**config.mk**
```make
export PLATFORM = sky130hd
export DESIGN_NAME = sync_length_xor_frame_receiver
export DESIGN_NICKNAME = d
export VERILOG_FILES = /design/src/design/slxfr_pkg.sv /design/src/design/slxfr_ram.sv /design/src/design/slxfr_dp.sv /design/src/design/slxfr_ctrl.sv /design/src/design/sync_length_xor_frame_receiver.sv
export SDC_FILE = /design/constraint.sdc
export NUM_CORES = 1
export LEC_CHECK = 0
export BUFFER_PORTS_ARGS = -buffer_cell sky130_fd_sc_hd__clkbuf_2
export CAP_MARGIN = 5
export CORE_MARGIN = 4
export CORE_UTILIZATION = 55
export DETAILED_ROUTE_END_ITERATION = 8
export PLACE_DENSITY = 0.71
export SYNTH_ARGS = -nofsm -noshare
export SYNTH_HDL_FRONTEND = slang
export SYNTH_HIERARCHICAL = 1
export SYNTH_SLANG_ARGS = --single-unit
```
**constraint.sdc**
```tcl
create_clock -name clk -period 6.43 [get_ports clk]
set_input_delay 1.286 -clock clk [delete_from_list [all_inputs] [get_ports clk]]
set_output_delay 1.286 -clock clk [all_outputs]
set_load 0.02 [all_outputs]
```
**src/design/slxfr_pkg.sv**
```systemverilog
// ----------------------------------------------------------------------------
// slxfr_pkg
// Shared constants and types of the sync/length/XOR frame receiver.
// ----------------------------------------------------------------------------
`default_nettype none

package slxfr_pkg;

  localparam int MAX_FRAME_LEN = 64;

  localparam logic [7:0] SYNC_FIRST  = 8'hBE;
  localparam logic [7:0] SYNC_SECOND = 8'hEF;

  localparam int CFG_IDX_W  = 1;
  localparam int CFG_DATA_W = 7;

  localparam logic [CFG_IDX_W-1:0] REG_HANDSHAKE_LEN = 1'b0;
  localparam logic [CFG_IDX_W-1:0] REG_VESSEL_LEN    = 1'b1;

  localparam logic [CFG_DATA_W-1:0] HANDSHAKE_LEN_RESET = 7'd4;
  localparam logic [CFG_DATA_W-1:0] VESSEL_LEN_RESET    = 7'd64;

  typedef enum logic [1:0] {
    ST_FRAME    = 2'd0,
    ST_CHECKSUM = 2'd1,
    ST_LENGTH   = 2'd2,
    ST_KIND     = 2'd3
  } status_t;

  typedef struct packed {
    logic    ld_len;
    logic    ld_kind;
    logic    store;
    logic    out_kind;
    logic    out_status;
    status_t status_code;
    logic    status_kind;
    logic    rd_issue;
    logic    out_pay;
  } cmd_t;

  typedef struct packed {
    logic is_sync1;
    logic is_sync2;
    logic kind_bad;
    logic len_bad;
    logic body_more;
    logic check_ok;
    logic cnt_zero;
    logic pay_last;
    logic out_free;
    logic rx_kind;
    logic frame_kind;
  } stat_t;

endpackage

`default_nettype wire

```
**src/design/slxfr_ram.sv**
```systemverilog
// ----------------------------------------------------------------------------
// slxfr_ram
// Generic single-write, single-read RAM with registered read data.
// ----------------------------------------------------------------------------
`default_nettype none

module slxfr_ram #(
  parameter int WIDTH = 8,
  parameter int DEPTH = 64
) (
  input  wire logic                     clk,
  input  wire logic                     we,
  input  wire logic [$clog2(DEPTH)-1:0] waddr,
  input  wire logic [WIDTH-1:0]         wdata,
  input  wire logic                     re,
  input  wire logic [$clog2(DEPTH)-1:0] raddr,
  output logic      [WIDTH-1:0]         rdata
);

  logic [WIDTH-1:0] mem [DEPTH];

  always_ff @(posedge clk) begin
    if (we) begin
      mem[waddr] <= wdata;
    end
    if (re) begin
      rdata <= mem[raddr];
    end
  end

endmodule

`default_nettype wire

```
**src/design/slxfr_dp.sv**
```systemverilog
// ----------------------------------------------------------------------------
// slxfr_dp
// Datapath: frame length and kind registers, running XOR, payload store and
// the output beat register.
// ----------------------------------------------------------------------------
`default_nettype none

module slxfr_dp #(
  parameter int MAX_FRAME_LEN = slxfr_pkg::MAX_FRAME_LEN
) (
  input  wire logic                               clk,
  input  wire logic                               rst,
  input  wire logic                               cfg_we,
  input  wire logic [slxfr_pkg::CFG_IDX_W-1:0]    cfg_index,
  input  wire logic [slxfr_pkg::CFG_DATA_W-1:0]   cfg_data,
  input  wire logic [7:0]                         rx_byte,
  input  wire slxfr_pkg::cmd_t                    cmd,
  output slxfr_pkg::stat_t                        stat,
  output logic                                    out_valid,
  input  wire logic                               out_ready,
  output logic [7:0]                              out_byte,
  output logic [1:0]                              out_status,
  output logic                                    out_kind,
  output logic                                    out_last
);

  localparam int LEN_W = $clog2(MAX_FRAME_LEN + 1);
  localparam int CNT_W = $clog2(MAX_FRAME_LEN);

  logic [slxfr_pkg::CFG_DATA_W-1:0] handshake_len;
  logic [slxfr_pkg::CFG_DATA_W-1:0] vessel_len;
  logic [LEN_W-1:0]                 expected_len;
  logic [CNT_W-1:0]                 byte_count;
  logic [CNT_W-1:0]                 rd_idx;
  logic [7:0]                       running_check;
  logic                             kind_reg;
  logic [7:0]                       ram_rdata;
  logic [slxfr_pkg::CFG_DATA_W-1:0] want_len;
  logic                             len_in_range;

  slxfr_ram #(
    .WIDTH (8),
    .DEPTH (MAX_FRAME_LEN)
  ) u_store (
    .clk   (clk),
    .we    (cmd.store),
    .waddr (byte_count),
    .wdata (rx_byte),
    .re    (cmd.rd_issue),
    .raddr (rd_idx),
    .rdata (ram_rdata)
  );

  assign want_len     = rx_byte[0] ? vessel_len : handshake_len;
  assign len_in_range = (rx_byte != 8'd0) && ({1'b0, rx_byte} <= 9'(MAX_FRAME_LEN));

  assign stat.is_sync1   = (rx_byte == slxfr_pkg::SYNC_FIRST);
  assign stat.is_sync2   = (rx_byte == slxfr_pkg::SYNC_SECOND);
  assign stat.kind_bad   = (rx_byte > 8'd1);
  assign stat.len_bad    = (expected_len == '0) || (8'(expected_len) != {1'b0, want_len});
  assign stat.body_more  = (9'(byte_count) + 9'd1) < 9'(expected_len);
  assign stat.check_ok   = (rx_byte == running_check);
  assign stat.cnt_zero   = (byte_count == '0);
  assign stat.pay_last   = ({1'b0, rd_idx} + (CNT_W + 1)'(1)) == {1'b0, byte_count};
  assign stat.out_free   = !out_valid || out_ready;
  assign stat.rx_kind    = rx_byte[0];
  assign stat.frame_kind = kind_reg;

  always_ff @(posedge clk) begin
    if (rst) begin
      handshake_len <= slxfr_pkg::HANDSHAKE_LEN_RESET;
      vessel_len    <= slxfr_pkg::VESSEL_LEN_RESET;
      expected_len  <= '0;
      byte_count    <= '0;
      rd_idx        <= '0;
      running_check <= '0;
      kind_reg      <= 1'b0;
      out_valid     <= 1'b0;
    end else begin
      if (cfg_we) begin
        case (cfg_index)
          slxfr_pkg::REG_HANDSHAKE_LEN: handshake_len <= cfg_data;
          slxfr_pkg::REG_VESSEL_LEN:    vessel_len    <= cfg_data;
          default: ;
        endcase
      end
      if (cmd.ld_len) begin
        expected_len  <= len_in_range ? LEN_W'(rx_byte) : '0;
        running_check <= rx_byte;
      end
      if (cmd.ld_kind) begin
        kind_reg      <= rx_byte[0];
        running_check <= running_check ^ rx_byte;
        byte_count    <= '0;
      end
      if (cmd.store) begin
        byte_count    <= byte_count + CNT_W'(1);
        running_check <= running_check ^ rx_byte;
      end
      if (cmd.out_kind) begin
        rd_idx <= '0;
      end
      if (cmd.out_pay) begin
        rd_idx <= rd_idx + CNT_W'(1);
      end
      if (cmd.out_kind || cmd.out_status || cmd.out_pay) begin
        out_valid <= 1'b1;
      end else if (out_ready) begin
        out_valid <= 1'b0;
      end
    end
  end

  always_ff @(posedge clk) begin
    if (cmd.out_status) begin
      out_byte   <= 8'd0;
      out_status <= cmd.status_code;
      out_kind   <= cmd.status_kind;
      out_last   <= 1'b1;
    end else if (cmd.out_kind) begin
      out_byte   <= {7'd0, kind_reg};
      out_status <= slxfr_pkg::ST_FRAME;
      out_kind   <= kind_reg;
      out_last   <= (byte_count == '0);
    end else if (cmd.out_pay) begin
      out_byte   <= ram_rdata;
      out_status <= slxfr_pkg::ST_FRAME;
      out_kind   <= kind_reg;
      out_last   <= stat.pay_last;
    end
  end

endmodule

`default_nettype wire

```
**src/design/slxfr_ctrl.sv**
```systemverilog
// ----------------------------------------------------------------------------
// slxfr_ctrl
// Controller: sync hunt, header checks, payload collection and run emission.
// ----------------------------------------------------------------------------
`default_nettype none

module slxfr_ctrl (
  input  wire logic             clk,
  input  wire logic             rst,
  input  wire logic             in_valid,
  output logic                  in_ready,
  input  wire slxfr_pkg::stat_t stat,
  output slxfr_pkg::cmd_t       cmd
);

  typedef enum logic [2:0] {
    HUNT1,
    HUNT2,
    LEN,
    KIND,
    BODY,
    RD,
    PUT
  } state_t;

  state_t state;
  state_t state_next;
  logic   acc;

  assign in_ready = (state inside {HUNT1, HUNT2, LEN, KIND, BODY}) && stat.out_free;
  assign acc      = in_valid && in_ready;

  always_comb begin
    state_next = state;
    cmd        = '0;
    case (state)
      HUNT1: begin
        if (acc && stat.is_sync1) begin
          state_next = HUNT2;
        end
      end
      HUNT2: begin
        if (acc) begin
          state_next = stat.is_sync2 ? LEN : HUNT1;
        end
      end
      LEN: begin
        if (acc) begin
          cmd.ld_len = 1'b1;
          state_next = KIND;
        end
      end
      KIND: begin
        if (acc) begin
          if (stat.kind_bad) begin
            cmd.out_status  = 1'b1;
            cmd.status_code = slxfr_pkg::ST_KIND;
            cmd.status_kind = 1'b0;
            state_next      = HUNT1;
          end else if (stat.len_bad) begin
            cmd.out_status  = 1'b1;
            cmd.status_code = slxfr_pkg::ST_LENGTH;
            cmd.status_kind = stat.rx_kind;
            state_next      = HUNT1;
          end else begin
            cmd.ld_kind = 1'b1;
            state_next  = BODY;
          end
        end
      end
      BODY: begin
        if (acc) begin
          if (stat.body_more) begin
            cmd.store = 1'b1;
          end else if (stat.check_ok) begin
            cmd.out_kind = 1'b1;
            state_next   = stat.cnt_zero ? HUNT1 : RD;
          end else begin
            cmd.out_status  = 1'b1;
            cmd.status_code = slxfr_pkg::ST_CHECKSUM;
            cmd.status_kind = stat.frame_kind;
            state_next      = HUNT1;
          end
        end
      end
      RD: begin
        cmd.rd_issue = 1'b1;
        state_next   = PUT;
      end
      PUT: begin
        if (stat.out_free) begin
          cmd.out_pay = 1'b1;
          state_next  = stat.pay_last ? HUNT1 : RD;
        end
      end
      default: state_next = HUNT1;
    endcase
  end

  always_ff @(posedge clk) begin
    if (rst) begin
      state <= HUNT1;
    end else begin
      state <= state_next;
    end
  end

endmodule

`default_nettype wire

```
**src/design/sync_length_xor_frame_receiver.sv**
```systemverilog
// Latency: a status beat or the kind beat of a good frame is offered the cycle after
// the beat that decides it; each payload beat is then read from the single payload store
// in state RD by a registered read and offered from state PUT before the next read.
// Throughput: one received byte per cycle while the output can take a beat; input is held off while a run is emitted.
// Reset: synchronous, active high; returns to sync hunt and restores the lengths 4 and 64.
// ----------------------------------------------------------------------------
// sync_length_xor_frame_receiver
// Sync-word framed receiver with length check and XOR checksum.
// ----------------------------------------------------------------------------
`default_nettype none

module sync_length_xor_frame_receiver #(
  parameter int MAX_FRAME_LEN = slxfr_pkg::MAX_FRAME_LEN
) (
  input  wire logic                             clk,
  input  wire logic                             rst,
  input  wire logic                             cfg_we,
  input  wire logic [slxfr_pkg::CFG_IDX_W-1:0]  cfg_index,
  input  wire logic [slxfr_pkg::CFG_DATA_W-1:0] cfg_data,
  input  wire logic                             s_axis_tvalid,
  output logic                                  s_axis_tready,
  input  wire logic [7:0]                       s_axis_tdata,  // [7:0] rx_byte
  output logic                                  m_axis_tvalid,
  input  wire logic                             m_axis_tready,
  output logic [7:0]                            m_axis_tdata,  // [7:0] out_byte
  output logic [2:0]                            m_axis_tuser,  // [1:0] status, [2] frame_kind
  output logic                                  m_axis_tlast
);

  slxfr_pkg::cmd_t  cmd;
  slxfr_pkg::stat_t stat;
  logic [1:0]       out_status;
  logic             out_kind;

  slxfr_ctrl u_ctrl (
    .clk      (clk),
    .rst      (rst),
    .in_valid (s_axis_tvalid),
    .in_ready (s_axis_tready),
    .stat     (stat),
    .cmd      (cmd)
  );

  slxfr_dp #(
    .MAX_FRAME_LEN (MAX_FRAME_LEN)
  ) u_dp (
    .clk        (clk),
    .rst        (rst),
    .cfg_we     (cfg_we),
    .cfg_index  (cfg_index),
    .cfg_data   (cfg_data),
    .rx_byte    (s_axis_tdata),
    .cmd        (cmd),
    .stat       (stat),
    .out_valid  (m_axis_tvalid),
    .out_ready  (m_axis_tready),
    .out_byte   (m_axis_tdata),
    .out_status (out_status),
    .out_kind   (out_kind),
    .out_last   (m_axis_tlast)
  );

  assign m_axis_tuser = {out_kind, out_status};

  a_ready_needs_room: assert property (@(posedge clk) disable iff (rst)
    s_axis_tready |-> (!m_axis_tvalid || m_axis_tready))
    else $error("input taken while output beat is stalled");

  a_status_is_last: assert property (@(posedge clk) disable iff (rst)
    (m_axis_tvalid && m_axis_tuser[1:0] != slxfr_pkg::ST_FRAME) |->
      (m_axis_tlast && m_axis_tdata == 8'd0))
    else $error("status beat not single or carries data");

  a_kind_unknown_zero: assert property (@(posedge clk) disable iff (rst)
    (m_axis_tvalid && m_axis_tuser[1:0] == slxfr_pkg::ST_KIND) |-> !m_axis_tuser[2])
    else $error("unknown kind status with nonzero frame kind");

endmodule

`default_nettype wire

```
==> metrics.txt <==
final setup margin 1.68 ns; WL final 52500 µm; Power Density 288 mW/mm²; startpoint class of the critical path flip-flop; hold_buf cts 0; Num CTS Buffers 55; Leak 7.90 nW; warnings from Yosys 6; postcts setup bufs 0; DP Worst Slack 1.78 ns; DRT Pass-1 Iters 5; Root Driver clkbuf_16; mapped cell area 0.0236 mm²; first-pass GRT wire length 78700 µm; Biggest register u_dp/u_store/mem; die footprint 0.0463 mm²; most common cell after layout, fill and taps aside edfxtp_1; Top FF cell, synth edfxtp_1; overall global routing resource usage 0.225; initial DRC count 1600; RSZ-0062 raised after global routing no; Initial Util 0.559; async set-or-reset flop fraction in the synthesized netlist 0; number of global-route vias before repair 12.2k; Critical-path top delay cell nor2_1; Filler Cell Count 2976; status finished, final reports clean; clk slew on worst S/H paths 0.06 ns; crit-path max cell delay 0.76 ns; Cell variety after synth 68; antenna violations before repair 3; CTS max path bufs 3; most frequent cells in the layout 523 x edfxtp_1, 126 x mux4_2, 123 x nor2_1, 56 x clkbuf_16, 52 x nand2_1; Final setup viols 0; cell row count 75; share of layout cells above drive strength 1 0.211; critical path peak fanout 19; final period utilization 0.739; I/O Buffers 34; clk sinks 578; Layout Skew 0.0143 ns; CTS resizes 0; H-tree Lvls 2; critical path, cell by cell ha_1, nand3_1, xnor2_1, ha_1, a21oi_1, o21ai_0, a31oi_1, nor3b_2, buf_4, nor2b_1, nand3_1, nor2_1; area delta synth->final 10.0%; Core Box Area 0.0422 mm²; DR DRC count 0; pin count of the biggest net entering global routing 85; Synth Area per Inst 17.6 µm²; Peak VDD IR 0.200 mV; fin nets 1400; fmax 0.211 GHz; Register Area 0.0168 mm²; sequential share of the synthesized area 0.711; Slew Viols, Final 0; multi-input combinational cell area 0.00628 mm²; DPL Wire Length 32000 µm; Worst EP required 6.66 ns; Via density 6.38; maxcap violations 0; EDFF count, synth 523; Min-Delay Path Class flip-flop to flip-flop; ANT nets after route 0; CP arrival 4.98 ns; syn_nets 1376; clk_lat worst skew 0.61 ns; fin crit period 4.75 ns; Post-Synthesis Cells 1346; Routed WL per cell 26.8 µm; max FFs per register 512; Chip Height 215 µm; Slew headroom 0.275; total negative slack 0 ns; Fin. Hold Viols 0; routability congestion estimate 0.853; Die Wd 215 µm; WS Path Type flip-flop to flip-flop; Worst setup EP type flip-flop; Slew @ Worst Pin 1.08 ns; synthesis-stage register bit count 578; # IOs 35; CTS tree done; GRT overflow 0; vias 12.5k
-- per-layer routing --
layer | vias to the layer above | track usage | wire [µm]
met5 | - | 0 | 13
li1 | 5392 | - | -
met3 | 86 | 0.0442 | 4380
met4 | 2 | 0.0681 | 1520
met1 | 6422 | 0.334 | 21900
met2 | 578 | 0.345 | 24700
-- cells in the mapped netlist (15+ instances only) --
cell type  count  share of area
edfxtp_1     523           0.66
mux4_2       126           0.12
nor2_1       123          0.020
dfxtp_1       55          0.047
nand2_1       52         0.0083
mux2i_1       46          0.019
a21oi_1       38         0.0080
clkbuf_1      36         0.0057
nand3_1       32         0.0068
xnor2_1       22         0.0082
nor3_1        20         0.0042
buf_2         18         0.0038
buf_4         17         0.0054
o22ai_1       17         0.0045
nand2b_1      15         0.0040
nor2b_1       15         0.0040
-- final timing paths --
kind,slack (ns),from,endpoint,cells past startpoint
setup reg to reg,1.68,u_dp/byte_count[1],u_dp/u_store/mem[38][2],12
setup / recovery,1.68,u_dp/byte_count[1],u_dp/u_store/mem[38][2],12
hold reg to reg,0.46,u_dp/vessel_len[3],u_dp/vessel_len[3],2
hold / removal,0.46,u_dp/vessel_len[3],u_dp/vessel_len[3],2
-- where the power goes --
group          internal (mW)  total (mW)  switching, mW
clock                   1.89        3.24           1.35
combinational         0.0359       0.145          0.109
sequential              4.10        4.11         0.0102
-- logic make-up (layout without fill, tap and decap cells) --
| kind of cell | count (synthesis) | in the layout | synth area share |
|---|---|---|---|
| compound gates | 131 | 131 | 0.0389 |
| flops | 578 | 578 | 0.711 |
| mux | 187 | 187 | 0.147 |
| simple gates | 310 | 310 | 0.0638 |
| other cells | 0 | 1 | 0 |
| xor+xnor | 29 | 29 | 0.0108 |
| buf+inv | 102 | 172 | 0.0235 |
| fa+ha+maj | 9 | 9 | 0.00477 |
-- area by class of cell --
cell class,count,share of cell area
multi-input cells,666,0.242
clock buffers,74,0.0581
clock inverters,29,0.0120
well taps,539,0.0259
inverters,14,0.00202
diodes,1,0.0000963
flip-flops and latches,578,0.647
repair buffers,55,0.0131
-- through the flow --
stage                util  cells  cell area, µm²  total power, mW  hold WS, ns
finish              0.615   1956           26000             7.50        0.458
global route        0.615   1956           26000             7.73        0.481
CTS                 0.615   1955           26000             7.55        0.459
detailed placement  0.572   1852           24200             4.34        0.451
global placement    0.572   1852           24200             4.33        0.444
floorplan               -   1346           23600             4.25        0.435
-- worst max-delay path, delay by kind of cell, from the launching register on --
kind | cells | cell delay [ns]
and+or+nand+nor | 5 | 2.08
buffers and inverters | 1 | 0.24
DFF | 1 | 0.61
adders and majority gates | 2 | 0.63
xor gates and xnor gates | 1 | 0.20
AOI/OAI and AO/OA | 3 | 0.61
Note: power is estimated with default switching activity, not from simulation.
